$ cat config.mk
export PLATFORM = sky130hd
export DESIGN_NAME = base64_decoder_strict
export DESIGN_NICKNAME = d
export VERILOG_FILES = /design/src/sv/b64d_pkg.sv /design/src/sv/base64_decoder_strict.sv
export SDC_FILE = /design/constraint.sdc
export NUM_CORES = 1
export LEC_CHECK = 0
export BUFFER_PORTS_ARGS = -buffer_cell sky130_fd_sc_hd__buf_2
export CAP_MARGIN = 20
export CORE_MARGIN = 2
export CORE_UTILIZATION = 25
export CTS_BUF_LIST = sky130_fd_sc_hd__clkbuf_8
export CTS_CLUSTER_SIZE = 8
export DETAILED_ROUTE_END_ITERATION = 8
export HOLD_SLACK_MARGIN = 0.06
export SYNTH_ARGS = -nofsm -noshare
export SYNTH_HDL_FRONTEND = slang
export SYNTH_SLANG_ARGS = --single-unit
$ cat constraint.sdc
create_clock -name clk -period 7.19 [get_ports clk]
set_input_delay 1.438 -clock clk [delete_from_list [all_inputs] [get_ports clk]]
set_output_delay 1.438 -clock clk [all_outputs]
set_load 0.02 [all_outputs]
$ cat src/sv/b64d_pkg.sv
// Shared types, constants and the character classifier for the base64 decoder.
package b64d_pkg;

  localparam int unsigned PADDR_W = 1;
  localparam int unsigned PDATA_W = 32;

  // Register byte addresses
  localparam logic [PADDR_W-1:0] REG_STRICT_MODE = '0;

  localparam logic [7:0] CH_NUL = 8'h00;
  localparam logic [7:0] CH_PAD = 8'h3D;

  typedef enum logic [1:0] {
    CLS_DATA,
    CLS_SKIP,
    CLS_ILLEGAL
  } cls_kind_t;

  typedef struct packed {
    cls_kind_t  kind;
    logic [5:0] value;
  } cls_t;

  // Maps a character to its 6-bit value, or marks it as whitespace / illegal.
  function automatic cls_t classify(input logic [7:0] c);
    cls_t r;
    r.kind  = CLS_DATA;
    r.value = 6'd0;
    if (c >= 8'h41 && c <= 8'h5A) begin
      r.value = 6'(c - 8'h41);
    end else if (c >= 8'h61 && c <= 8'h7A) begin
      r.value = 6'(c - 8'h61 + 8'd26);
    end else if (c >= 8'h30 && c <= 8'h39) begin
      r.value = 6'(c - 8'h30 + 8'd52);
    end else if (c == 8'h2B) begin
      r.value = 6'd62;
    end else if (c == 8'h2F) begin
      r.value = 6'd63;
    end else if (c == 8'h09 || c == 8'h0A || c == 8'h0D || c == 8'h20) begin
      r.kind = CLS_SKIP;
    end else begin
      r.kind = CLS_ILLEGAL;
    end
    return r;
  endfunction

endpackage

$ cat src/sv/base64_decoder_strict.sv
// Base64 decoder with strict/lenient checking, one character per beat.
//
// Usage:
//  - Input channel: in_valid / in_stall carry in_byte and in_last, one encoded
//    character per beat. Result channel: res_valid / res_stall carry out_byte,
//    out_valid, out_last and out_error.
//  - A result beat is sent for every decoded byte and for the character marked
//    in_last; whitespace, pads and ignored characters send nothing.
//  - out_error is meaningful on the last beat of a string: 1 if it was rejected.
//  - strict_mode is written through the APB port at address 0. The user
//    writes it only while idle; the block itself does not enforce this.
//  - One character per cycle unless a result beat is stalled. The decode is a
//    small lookup plus a shift between the input and the result register.
//  - Reset clears the decode state and strict_mode; no beats are pending.
//  - When the receiver stalls, the result register holds its beat; a character
//    that yields a result then waits in the input register with in_stall high.
//    Characters that yield no result still drain while the result side stalls.
//  - After the last character the decode state returns to reset; strict_mode
//    is kept.
module base64_decoder_strict (
  input  logic                          clk,
  input  logic                          rst,
  // input channel
  input  logic                          in_valid,
  output logic                          in_stall,
  input  logic [7:0]                    in_byte,
  input  logic                          in_last,
  // result channel
  output logic                          res_valid,
  input  logic                          res_stall,
  output logic [7:0]                    out_byte,
  output logic                          out_valid,
  output logic                          out_last,
  output logic                          out_error,
  // configuration
  input  logic                          psel,
  input  logic                          penable,
  input  logic                          pwrite,
  input  logic [b64d_pkg::PADDR_W-1:0]  paddr,
  input  logic [b64d_pkg::PDATA_W-1:0]  pwdata,
  output logic [b64d_pkg::PDATA_W-1:0]  prdata,
  output logic                          pready
);

  logic       strict_mode;

  // input register
  logic       s1_valid;
  logic [7:0] s1_byte;
  logic       s1_last;

  // decode state
  logic [1:0] phase, phase_next;
  logic [7:0] partial_bits, partial_bits_next;
  logic       pad_seen, pad_seen_next;
  logic       error_seen, error_seen_next;
  logic       terminated, terminated_next;

  logic       dec_valid;
  logic [7:0] dec_byte;
  logic       produce;
  logic       advance;
  logic       s1_done;
  b64d_pkg::cls_t cls;

  // ---------------- configuration port ----------------
  assign pready = 1'b1;
  always_comb begin
    prdata = '0;
    if (paddr == b64d_pkg::REG_STRICT_MODE) prdata[0] = strict_mode;
  end

  always_ff @(posedge clk) begin
    if (rst) begin
      strict_mode <= 1'b0;
    end else if (psel && penable && pwrite && pready &&
                 paddr == b64d_pkg::REG_STRICT_MODE) begin
      strict_mode <= pwdata[0];
    end
  end

  // ---------------- handshake ----------------
  assign produce  = dec_valid || s1_last;
  // the stage empties when it yields nothing or the result register can take it
  assign advance  = !produce || !res_valid || !res_stall;
  assign s1_done  = s1_valid && advance;
  assign in_stall = s1_valid && !advance;

  always_ff @(posedge clk) begin
    if (rst) begin
      s1_valid <= 1'b0;
    end else if (!in_stall) begin
      s1_valid <= in_valid;
    end
  end

  always_ff @(posedge clk) begin
    if (in_valid && !in_stall) begin
      s1_byte <= in_byte;
      s1_last <= in_last;
    end
  end

  // ---------------- decode ----------------
  assign cls = b64d_pkg::classify(s1_byte);

  always_comb begin
    phase_next        = phase;
    partial_bits_next = partial_bits;
    pad_seen_next     = pad_seen;
    error_seen_next   = error_seen;
    terminated_next   = terminated;
    dec_valid         = 1'b0;
    dec_byte          = 8'd0;
    if (!terminated && !error_seen) begin
      if (s1_byte == b64d_pkg::CH_NUL) begin
        terminated_next = 1'b1;
      end else if (s1_byte == b64d_pkg::CH_PAD) begin
        // a pad right after the first character of a group is never legal
        if (phase == 2'd1) error_seen_next = 1'b1;
        else               pad_seen_next   = 1'b1;
      end else begin
        unique case (cls.kind)
          b64d_pkg::CLS_SKIP: ;
          b64d_pkg::CLS_ILLEGAL: begin
            if (strict_mode) error_seen_next = 1'b1;
          end
          b64d_pkg::CLS_DATA: begin
            if (strict_mode && pad_seen) begin
              error_seen_next = 1'b1;
            end else begin
              unique case (phase)
                2'd0: partial_bits_next = {cls.value, 2'b00};
                2'd1: begin
                  dec_byte          = partial_bits | {6'd0, cls.value[5:4]};
                  partial_bits_next = {cls.value[3:0], 4'd0};
                  dec_valid         = 1'b1;
                end
                2'd2: begin
                  dec_byte          = partial_bits | {4'd0, cls.value[5:2]};
                  partial_bits_next = {cls.value[1:0], 6'd0};
                  dec_valid         = 1'b1;
                end
                default: begin
                  dec_byte  = partial_bits | {2'd0, cls.value};
                  dec_valid = 1'b1;
                end
              endcase
              phase_next = phase + 2'd1;
            end
          end
          default: ;
        endcase
      end
    end
  end

  always_ff @(posedge clk) begin
    if (rst) begin
      phase        <= 2'd0;
      partial_bits <= 8'd0;
      pad_seen     <= 1'b0;
      error_seen   <= 1'b0;
      terminated   <= 1'b0;
    end else if (s1_done) begin
      if (s1_last) begin
        phase        <= 2'd0;
        partial_bits <= 8'd0;
        pad_seen     <= 1'b0;
        error_seen   <= 1'b0;
        terminated   <= 1'b0;
      end else begin
        phase        <= phase_next;
        partial_bits <= partial_bits_next;
        pad_seen     <= pad_seen_next;
        error_seen   <= error_seen_next;
        terminated   <= terminated_next;
      end
    end
  end

  // ---------------- result register ----------------
  always_ff @(posedge clk) begin
    if (rst) begin
      res_valid <= 1'b0;
    end else if (s1_done && produce) begin
      res_valid <= 1'b1;
    end else if (!res_stall) begin
      res_valid <= 1'b0;
    end
  end

  always_ff @(posedge clk) begin
    if (s1_done && produce) begin
      out_byte  <= dec_byte;
      out_valid <= dec_valid;
      out_last  <= s1_last;
      out_error <= s1_last && error_seen_next;
    end
  end

  // ---------------- assertions ----------------
  a_error_only_last: assert property (@(posedge clk) disable iff (rst)
    res_valid |-> (!out_error || out_last))
    else $error("error flag on a beat that is not last");

  a_byte_zero_when_empty: assert property (@(posedge clk) disable iff (rst)
    (res_valid && !out_valid) |-> (out_byte == 8'd0))
    else $error("nonzero byte on a beat without data");

  a_state_clears_after_last: assert property (@(posedge clk) disable iff (rst)
    (s1_done && s1_last) |=> (phase == 2'd0 && !error_seen && !pad_seen && !terminated))
    else $error("decode state not cleared after last character");

  a_no_data_after_stop: assert property (@(posedge clk) disable iff (rst)
    (s1_valid && (terminated || error_seen)) |-> !dec_valid)
    else $error("byte decoded after string was stopped");

endmodule

==> reports/metrics.cfg, run 1 <==
[die]
core_area_mm2 = 0.00959
design.die.area_mm2 = 0.0105
initial_core_util = 0.254
die_w_um = 103
chipHeight_um = 103
rows = 36
ios = 95

[status]
status = completed

[placed_design]
dp_cells = 414
port-buffer-count = 31
post-dp-hpwl_mm = 3.86
post-place-ws_ns = 2.99
gp_congestion = 0.826

[clocking]
clock_path_buffers = 2
cts_made_buffers = 5
ctsHoldBuffers = 0
cts_tree = yes
clk_latency_ns = 0.29
clk_pin_slew_ns = 0.07
cts.sinks = 34
post-cts-setup-buffers = 0
cts-root-buf = clkbuf_8
cts-resized-gates = 0
htreeDepth = 2

[sta]
fin_worst_skew_ns = 0.00774
hold_slack_ns = 0.452
fin_crit_sh = 0.628
worst_pin_slew_ns = 0.685
hold_viol_final = 0
setup_tns_ns = 0
maxSlewHeadroom = 0.539
grt_setup_unrepaired = no
setup_violations = 0
maxSlewViolCount = 0
layout_setup_ws_ns = 2.67
fmax_mhz = 221
layout_min_cycle_time_ns = 4.52

[drt]
drt_iter0_markers = 147
drt-total-wl_mm = 4.95
antenna_left = 0
first_pass_iters = 4
num_vias = 1907
post-route-drc-count = 0
via_per_inst = 4.52
avgRoutedWirePerCell_um = 11.7

[synthesis]
synth_area_mm2 = 0.00243
postSynthAreaPerCell_um2 = 9.47
synth_top_area_cell = edfxtp_1
synthCells = 257
ys_ff_latch = 34
synth_ff_type = edfxtp_1
synth_seq_area_share = 0.362
synth_edf_count = 20
yosys.cell_types.count = 61
ys_warn_count = 0
synth_top_area_share = 0.247
synth.top_cells.by_area = edfxtp_1 25%, dfxtp_1 12%, buf_4 9.9%
synth_async_sr_flop_share = 0

[global_routing]
grt_start_max_net_pins = 14
antenna_found_initial = 0
overflow = 0
grtUsageTotal = 0.0968
grt_pass1_wl_mm = 8.16
grt_pass1_vias = 1718

[setup_path]
cp_cell_sequence = inv_1 -> ha_1 -> a21o_1 -> a311oi_2 -> o21ai_2 -> a21oi_4 -> a21o_1 -> nand2_1 -> nor2_1 -> buf_2
max_stage_delay_ns = 0.53
critPathBufInv = 2
arrival_ns = 3.08
path_delay_family = compound AO/OA/AOI/OAI gates
start_kind = flip-flop
cpMostUsedCell = a21o_1
critPathRequiredTime_ns = 5.75
worst_setup_path_end_kind = primary output
cp_max_fo = 9
crit_type = flip-flop to primary output
slowest_stage = edfxtp_1

[power]
p_leak_nw = 1.10
peakVddDrop_mv = 0.0842
power_density_mw_per_mm2 = 159

[worst_hold_path]
hold_class = flip-flop to flip-flop

[finish]
postLayoutCoreUtil = 0.281
drive_gt1_frac = 0.173
final_cells = 422
nets = 353
n_antenna_cell = 0
area_growth_syn_to_layout_pct = 10.7

[job]
cap_violations = 0

-- worst reg2reg max path, stage by stage, from the launching register on --
cell,delay (ns)
edfxtp_1,0.53
inv_1,0.18
ha_1,0.32
a21o_1,0.24
a311oi_2,0.39
o21ai_2,0.17
a21oi_4,0.31
a21o_1,0.24
nand2_1,0.13
a21oi_1,0.23
buf_4,0.24
-- synthesized netlist by cell type, types with 2 or more instances --
library cell	instances
dfxtp_1	14
o21ai_0	6
and2_1	5
a311oi_2	2
edfxtp_1	20
nand3_1	4
inv_1	16
nor2b_1	5
a221oi_1	6
conb_1	2
a31oi_1	5
xor2_1	2
buf_4	32
o2111ai_1	3
nor3_1	5
o21a_1	3
o2bb2ai_1	3
clkbuf_1	3
a22oi_1	3
nand4b_1	4
nand3b_1	2
nor2_1	22
nand2_1	18
o21bai_1	2
a21oi_1	15
ha_1	15
a21o_1	3
xnor2_1	2
nand2b_1	3
-- report_power, final --
| group | internal (W) | total [W] | switching (W) |
|---|---|---|---|
| Sequential | 0.000211 | 0.000220 | 0.00000893 |
| Clock | 0.0000745 | 0.000139 | 0.0000648 |
| Combinational | 0.0000219 | 0.0000701 | 0.0000481 |
-- per-layer routing --
layer / wire length, um / vias up / global-route usage
met5: 0 / - / 0
met4: 47 / 0 / 0.0215
met3: 373 / 5 / 0.0264
met2: 2180 / 72 / 0.152
met1: 2350 / 894 / 0.133
li1: - / 936 / -
-- final timing paths --
check | end | slack (ns) | depth (start not counted) | from
setup / recovery | in_stall | 2.67 | 10 | s1_byte[2]$_DFFE_PP_
hold / removal | partial_bits[3]$_SDFFE_PP0P_ | 0.45 | 2 | partial_bits[3]$_SDFFE_PP0P_
setup reg to reg | out_byte[0]$_SDFFCE_PP0P_ | 3.90 | 10 | s1_byte[2]$_DFFE_PP_
hold reg to reg | partial_bits[3]$_SDFFE_PP0P_ | 0.45 | 2 | partial_bits[3]$_SDFFE_PP0P_
-- through the flow --
| step | total power, W | cell area [um^2] |
|---|---|---|
| floorplan | 0.000290 | 2550 |
| global placement | 0.000293 | 2600 |
| detailed placement | 0.000294 | 2600 |
| CTS | 0.000435 | 2690 |
| global route | 0.000452 | 2700 |
| finish | 0.000430 | 2700 |
-- sequential cells by signal (all words and copies together), names as in the netlist, 2 cells and up --
signal        count
partial_bits      6
out_byte          8
phase             2
s1_byte           8
-- layout make-up --
type / count / area [um^2]
Clock inverter: 1 / 3.75
Sequential cell: 34 / 881
Clock buffer: 6 / 82.6
Inverter: 16 / 60.1
Tap cell: 133 / 166
Multi-Input combinational cell: 200 / 1340
Timing Repair Buffer: 32 / 163
Fill cell: 1020 / 6900
-- cells by family (layout without fill, tap and decap cells) --
| group | after synthesis | after routing | share of synthesized area |
|---|---|---|---|
| buf+inv | 53 | 55 | 0.135 |
| mux | 1 | 1 | 0.00411 |
| other cells | 2 | 32 | 0.00308 |
| fa+ha+maj | 15 | 15 | 0.0771 |
| simple gates | 78 | 78 | 0.177 |
| xor+xnor | 4 | 4 | 0.0144 |
| flops | 34 | 34 | 0.362 |
| compound gates | 70 | 70 | 0.228 |
-- placed cells by master (no fill, tap or decap), drive strengths merged, types with 7 or more instances in the layout --
cell type / instances
a21oi: 16
conb: 32
buf: 32
edfxtp: 20
nand2: 18
ha: 15
a221oi: 7
inv: 17
o21ai: 8
dfxtp: 14
nor2: 22
No activity file was read; power rests on OpenSTA's default activity.
==> run 2: changes to the inputs <==
- clock period: 7.19 -> 4.22 ns (I/O delays scaled with it)
==> run 2 against run 1 <==
Effect of this change: clock power is 78% higher; utilization is 0.052 points higher; register-to-register slack worse by 2.9 ns; critical path depth stayed put; global-route usage is 0.17 points higher; sequential share of layout area is 0.061 points lower; flip-flop and latch count stayed put; combinational power is 70% higher; worst setup slack worse by 2.4 ns; non-clock buffer count stayed put; hold slack better by 0.0040 ns; via count is 0.10% higher.
==> reports/metrics.cfg, run 2 (synthesis results as in run 1) <==
[status]
status = completed

[drt]
antenna_left = 0  ; unchanged
avgRoutedWirePerCell_um = 11.8  ; +0.97%
num_vias = 1909  ; +0.10%
post-route-drc-count = 0  ; unchanged
via_per_inst = 4.51  ; -0.13%
drt-total-wl_mm = 5.01  ; +1.2%
first_pass_iters = 4  ; unchanged
drt_iter0_markers = 150  ; +2.0%

[power]
p_seq_frac = 0.506  ; -0.007
p_sw_w = 0.000215  ; +76%
clkPwrFrac = 0.333  ; +0.009
internal-power_w = 0.000527  ; +71%
power_density_mw_per_mm2 = 275  ; +72%
sw_frac_of_total = 0.290  ; +0.00621
peakVddDrop_mv = 0.124  ; +47%
pwr-share-comb = 0.161  ; -0.002
p_leak_nw = 1.10  ; +0.36%

[setup_path]
r2r_start = s1_byte[2]$_DFFE_PP_
start_kind = flip-flop
critPathRequiredTime_ns = 3.38  ; -2.37 ns
crit_start = s1_byte[2]$_DFFE_PP_
arrival_ns = 3.12  ; +0.04 ns
worst_setup_path_end_kind = primary output
cp_max_fo = 9  ; unchanged
r2r-end = out_byte[5]$_SDFFCE_PP0P_
crit_type = flip-flop to primary output
r2r_cells = 10  ; unchanged
reg2reg_slack_ns = 0.98  ; -2.92 ns

[finish]
drive_gt1_frac = 0.176  ; +0.00285
n_antenna_cell = 0  ; unchanged
reg_top3 = out_byte (8), s1_byte (8), partial_bits (6)
final_cells = 423  ; +0.24%
final_cell_mix = 32 x conb_1, 31 x buf_2, 22 x nor2_1, 20 x edfxtp_1, 18 x nand2_1
nets = 353  ; unchanged
area_growth_syn_to_layout_pct = 10.9
final_common_cell = conb_1
num-fill-cells = 1028  ; +0.78%

[placed_design]
port-buffer-count = 31  ; unchanged
post-dp-hpwl_mm = 3.86  ; +0.13%
gp_congestion = 0.828  ; +0.27%
dp_cells = 415  ; +0.24%

[sta]
grt_setup_unrepaired = no
fin_crit_sh = 0.939
maxSlewViolCount = 0  ; unchanged
hold_viol_final = 0  ; unchanged
fmax_mhz = 252
setup_violations = 0  ; unchanged
maxSlewHeadroom = 0.552  ; +0.0124
fin_worst_skew_ns = 0.00293  ; -0.00481 ns
worst_pin_slew_ns = 0.667  ; -0.0185 ns
setup_tns_ns = 0  ; unchanged
layout_min_cycle_time_ns = 3.96

[clocking]
cts-root-buf = clkbuf_8
post-cts-setup-buffers = 0  ; unchanged
htreeDepth = 2  ; unchanged
cts_tree = yes
cts.sinks = 34  ; unchanged
cts-resized-gates = 0  ; unchanged
ctsHoldBuffers = 0  ; unchanged
cts_made_buffers = 5  ; unchanged
clk_pin_slew_ns = 0.07  ; about the same
clock_path_buffers = 2  ; unchanged
clk_latency_ns = 0.29  ; about the same

[worst_hold_path]
hold_start = partial_bits[3]$_SDFFE_PP0P_
holdPathEnd = partial_bits[3]$_SDFFE_PP0P_
hold_class = flip-flop to flip-flop
min_path_cells = 2  ; unchanged

[die]
rows = 36  ; unchanged
initial_core_util = 0.254  ; unchanged
core_area_mm2 = 0.00959  ; unchanged
chipHeight_um = 103  ; unchanged
die_w_um = 103  ; unchanged
ios = 95  ; unchanged
design.die.area_mm2 = 0.0105  ; unchanged

[global_routing]
grt_pass1_vias = 1760  ; +2.4%
overflow = 0  ; unchanged
grt_start_max_net_pins = 14  ; unchanged
grtUsageTotal = 0.0985  ; +0.00169
antenna_found_initial = 0  ; unchanged
grt_pass1_wl_mm = 8.29  ; +1.7%

[job]
cap_violations = 0  ; unchanged

==> run 2: critical path: stages, from the launching register on <==
cell	delay (ns)
edfxtp_1	0.54
inv_1	0.18
ha_1	0.32
a21o_1	0.23
a311oi_2	0.41
o21ai_2	0.17
a21oi_4	0.31
a21o_1	0.25
nand2_1	0.13
nor2_1	0.11
buf_2	0.17
==> run 2: final cells by class <==
class / instances / area [um^2] / share of cell area
Inverter: 16 / 60.1 / 0.0222
Timing Repair Buffer: 32 / 163 / 0.0602
Clock inverter: 2 / 8.76 / 0.00324
Tap cell: 133 / 166 / 0.0616
Clock buffer: 6 / 82.6 / 0.0306
Sequential cell: 34 / 881 / 0.326
Multi-Input combinational cell: 200 / 1340 / 0.496
==> run 2: how the worst max path moves through the flow <==
| stage | endpoint | slack [ns] | depth (start not counted) |
|---|---|---|---|
| floorplan | in_stall | 0.97 | 9 |
| global placement | in_stall | 0.65 | 10 |
| detailed placement | in_stall | 0.61 | 10 |
| CTS | in_stall | 0.28 | 10 |
| global route | in_stall | 0.01 | 10 |
| finish | in_stall | 0.26 | 10 |
==> run 2: metrics by stage <==
step	utilization	setup slack, ns	area (um^2)	power [W]	hold slack, ns
after floorplan	-	0.973	2550	0.000494	0.431
after global placement	0.272	0.650	2610	0.000499	0.442
after detailed placement	0.272	0.615	2610	0.000501	0.447
after CTS	0.281	0.278	2700	0.000752	0.456
after global routing	0.281	0.0115	2700	0.000783	0.489
final	0.281	0.257	2700	0.000742	0.456
==> run 2: power groups by stage <==
stage          Sequential [W]  Combinational (W)  Clock [W]
3_3_place_gp         0.000382           0.000117          0
4_1_cts              0.000375           0.000119   0.000258
6_report             0.000375           0.000119   0.000247
3_5_place_dp         0.000383           0.000118          0
5_1_grt              0.000377           0.000134   0.000273
2_1_floorplan        0.000379           0.000114          0
==> run 2: metal layers <==
layer | routed length [um] | GRT usage | part of all wire | up-vias
li1 | - | - | - | 937
met1 | 2340 | 0.136 | 0.47 | 890
met2 | 2210 | 0.145 | 0.44 | 74
met3 | 413 | 0.0339 | 0.082 | 8
met4 | 48 | 0.0297 | 0.0096 | 0
met5 | 0 | 0 | 0 | -
==> run 3: changes to the inputs <==
- CORE_MARGIN: 2 -> unset
- SLEW_MARGIN: unset -> 20
==> run 3 against run 2 <==
Effect of this change: clock skew rose by 0.0078 ns; largest cell class unchanged; critical endpoint unchanged; fmax rose by 5.1%; wire length fell by 1.8%; flip-flop and latch count did not move; final cell count fell by 0.71%; global-route usage rose by 0.69 points; die area fell by 3.9%; combinational power barely moved; first-iteration DRC count fell by 17%; critical path type unchanged.
==> reports/metrics.cfg, run 3 (synthesis results as in run 1) <==
[status]
status = completed

[global_routing]
grt_pass1_wl_mm = 8.47  ; +2.1%
overflow = 0  ; unchanged
grtUsageTotal = 0.105  ; +0.00693
grt_pass1_vias = 1727  ; -1.9%
grt_start_max_net_pins = 14  ; unchanged
antenna_found_initial = 0  ; unchanged

[power]
p_seq_frac = 0.479  ; -0.027
internal-power_w = 0.000570  ; +8.2%
p_sw_w = 0.000212  ; -1.3%
p_leak_nw = 1.11  ; +1.2%
power_density_mw_per_mm2 = 288  ; +4.8%
peakVddDrop_mv = 0.150  ; +21%
clkPwrFrac = 0.367  ; +0.034
sw_frac_of_total = 0.271  ; -0.0185
pwr-share-comb = 0.155  ; -0.006

[sta]
hold_viol_final = 0  ; unchanged
fmax_mhz = 265  ; +5.1%
maxSlewHeadroom = 0.549  ; -0.00309
grt_setup_unrepaired = no
layout_setup_ws_ns = 0.450  ; +0.193 ns
maxSlewViolCount = 0  ; unchanged
fin_worst_skew_ns = 0.0107  ; +0.00776 ns
setup_violations = 0  ; unchanged
setup_tns_ns = 0  ; unchanged
fin_crit_sh = 0.893  ; -0.0457
layout_min_cycle_time_ns = 3.77  ; -0.193 ns
hold_slack_ns = 0.461  ; +0.00503 ns
worst_pin_slew_ns = 0.671  ; +0.00460 ns

[clocking]
htreeDepth = 2  ; unchanged
cts-root-buf = clkbuf_8
clock_path_buffers = 2  ; unchanged
cts_tree = yes
cts.sinks = 34  ; unchanged
cts_made_buffers = 5  ; unchanged
clk_pin_slew_ns = 0.06  ; about the same
ctsHoldBuffers = 0  ; unchanged
clk_latency_ns = 0.29  ; about the same

[die]
chipHeight_um = 101  ; -1.9%
die_w_um = 101  ; -1.9%
rows = 35  ; -2.8%
core_area_mm2 = 0.00933  ; -2.8%
initial_core_util = 0.261  ; +0.00725
ios = 95  ; unchanged
design.die.area_mm2 = 0.0101  ; -3.9%

[setup_path]
crit_type = flip-flop to primary output
path_delay_family = compound AO/OA/AOI/OAI gates
cpMostUsedCell = a21o_1
arrival_ns = 2.93  ; -0.19 ns
worst_setup_path_end_kind = primary output
cp_cell_sequence = ha_1 -> a21o_1 -> a311oi_2 -> o21ai_2 -> a21oi_4 -> a21o_1 -> nand2_1 -> nor2_1 -> buf_2
start_kind = flip-flop
max_stage_delay_ns = 0.55  ; about the same
cp_max_fo = 10  ; +1
critPathBufInv = 1  ; -1
critPathRequiredTime_ns = 3.38  ; about the same
slowest_stage = edfxtp_1

[finish]
reg_top3 = out_byte (8), s1_byte (8), partial_bits (6)
n_antenna_cell = 0  ; unchanged
final_cells = 420  ; -0.71%
final_common_cell = conb_1
drive_gt1_frac = 0.175  ; -0.000604
num-fill-cells = 979  ; -4.8%
area_growth_syn_to_layout_pct = 11.6
final_cell_mix = 32 x conb_1, 31 x buf_2, 22 x nor2_1, 20 x edfxtp_1
nets = 354  ; +0.28%

[worst_hold_path]
hold_class = flip-flop to flip-flop

[placed_design]
gp_congestion = 0.858  ; +3.6%
post-place-ws_ns = 0.605  ; -0.00996 ns
dp_cells = 411  ; -0.96%
post-dp-hpwl_mm = 3.77  ; -2.3%
port-buffer-count = 31  ; unchanged

[drt]
first_pass_iters = 5  ; +1
num_vias = 1921  ; +0.63%
drt-total-wl_mm = 4.92  ; -1.8%
via_per_inst = 4.57  ; +1.3%
antenna_left = 0  ; unchanged
avgRoutedWirePerCell_um = 11.7  ; -1.1%
post-route-drc-count = 0  ; unchanged
drt_iter0_markers = 124  ; -17%

[job]
cap_violations = 0  ; unchanged

-- run 3: final timing paths --
path	end	slack [ns]	cells after the start	from
worst max-delay path	in_stall	0.45	9	s1_byte[3]$_DFFE_PP_
worst min-delay path	partial_bits[3]$_SDFFE_PP0P_	0.46	2	partial_bits[3]$_SDFFE_PP0P_
worst max register to register	out_byte[1]$_SDFFCE_PP0P_	1.20	9	s1_byte[3]$_DFFE_PP_
worst min register to register	partial_bits[3]$_SDFFE_PP0P_	0.46	2	partial_bits[3]$_SDFFE_PP0P_
-- run 3: layer usage --
layer  global-route usage  vias to the layer above  part of all wire
met2                0.160                       80              0.44
met4               0.0290                        0             0.012
met3               0.0264                        9             0.066
met1                0.148                      884              0.48
li1                     -                      948                 -
met5                    0                        -                 0
-- run 3: worst register-to-register path, stage by stage, from the launching register on --
cell and delay, ns:
edfxtp_1 0.55, ha_1 0.35, a21o_1 0.21, a311oi_2 0.38, o21ai_2 0.18, a21oi_4 0.30, a21o_1 0.25, nand2_1 0.13
a21oi_1 0.14, buf_4 0.21
-- run 3: through the flow --
| step | util | power, W | cell area, um^2 |
|---|---|---|---|
| 4_1_cts | 0.291 | 0.000789 | 2710 |
| 5_1_grt | 0.291 | 0.000822 | 2720 |
| 3_5_place_dp | 0.279 | 0.000501 | 2600 |
| 2_1_floorplan | - | 0.000494 | 2550 |
| 6_report | 0.291 | 0.000782 | 2720 |
| 3_3_place_gp | 0.279 | 0.000499 | 2600 |
-- run 3: power groups by stage --
stage / registers (W) / clock network, W / logic (W)
after floorplan: 0.000379 / 0 / 0.000114
after global placement: 0.000382 / 0 / 0.000116
after detailed placement: 0.000383 / 0 / 0.000118
after CTS: 0.000375 / 0.000295 / 0.000118
after global routing: 0.000376 / 0.000311 / 0.000135
final: 0.000374 / 0.000287 / 0.000121
-- run 3: final cells by class --
class	count	area, um^2	area share
multi-input combinational	200	1340	0.493
clock inverter	3	37.5	0.0138
timing repair buffer	33	170	0.0626
inverter	16	60.1	0.0221
sequential	34	881	0.324
clock buffer	5	68.8	0.0253
tap	129	161	0.0594
-- run 3: repair_timing --
action	in CTS	in global routing
gates resized for setup	0	0
buffers inserted	0	1
setup endpoints to repair	0	1
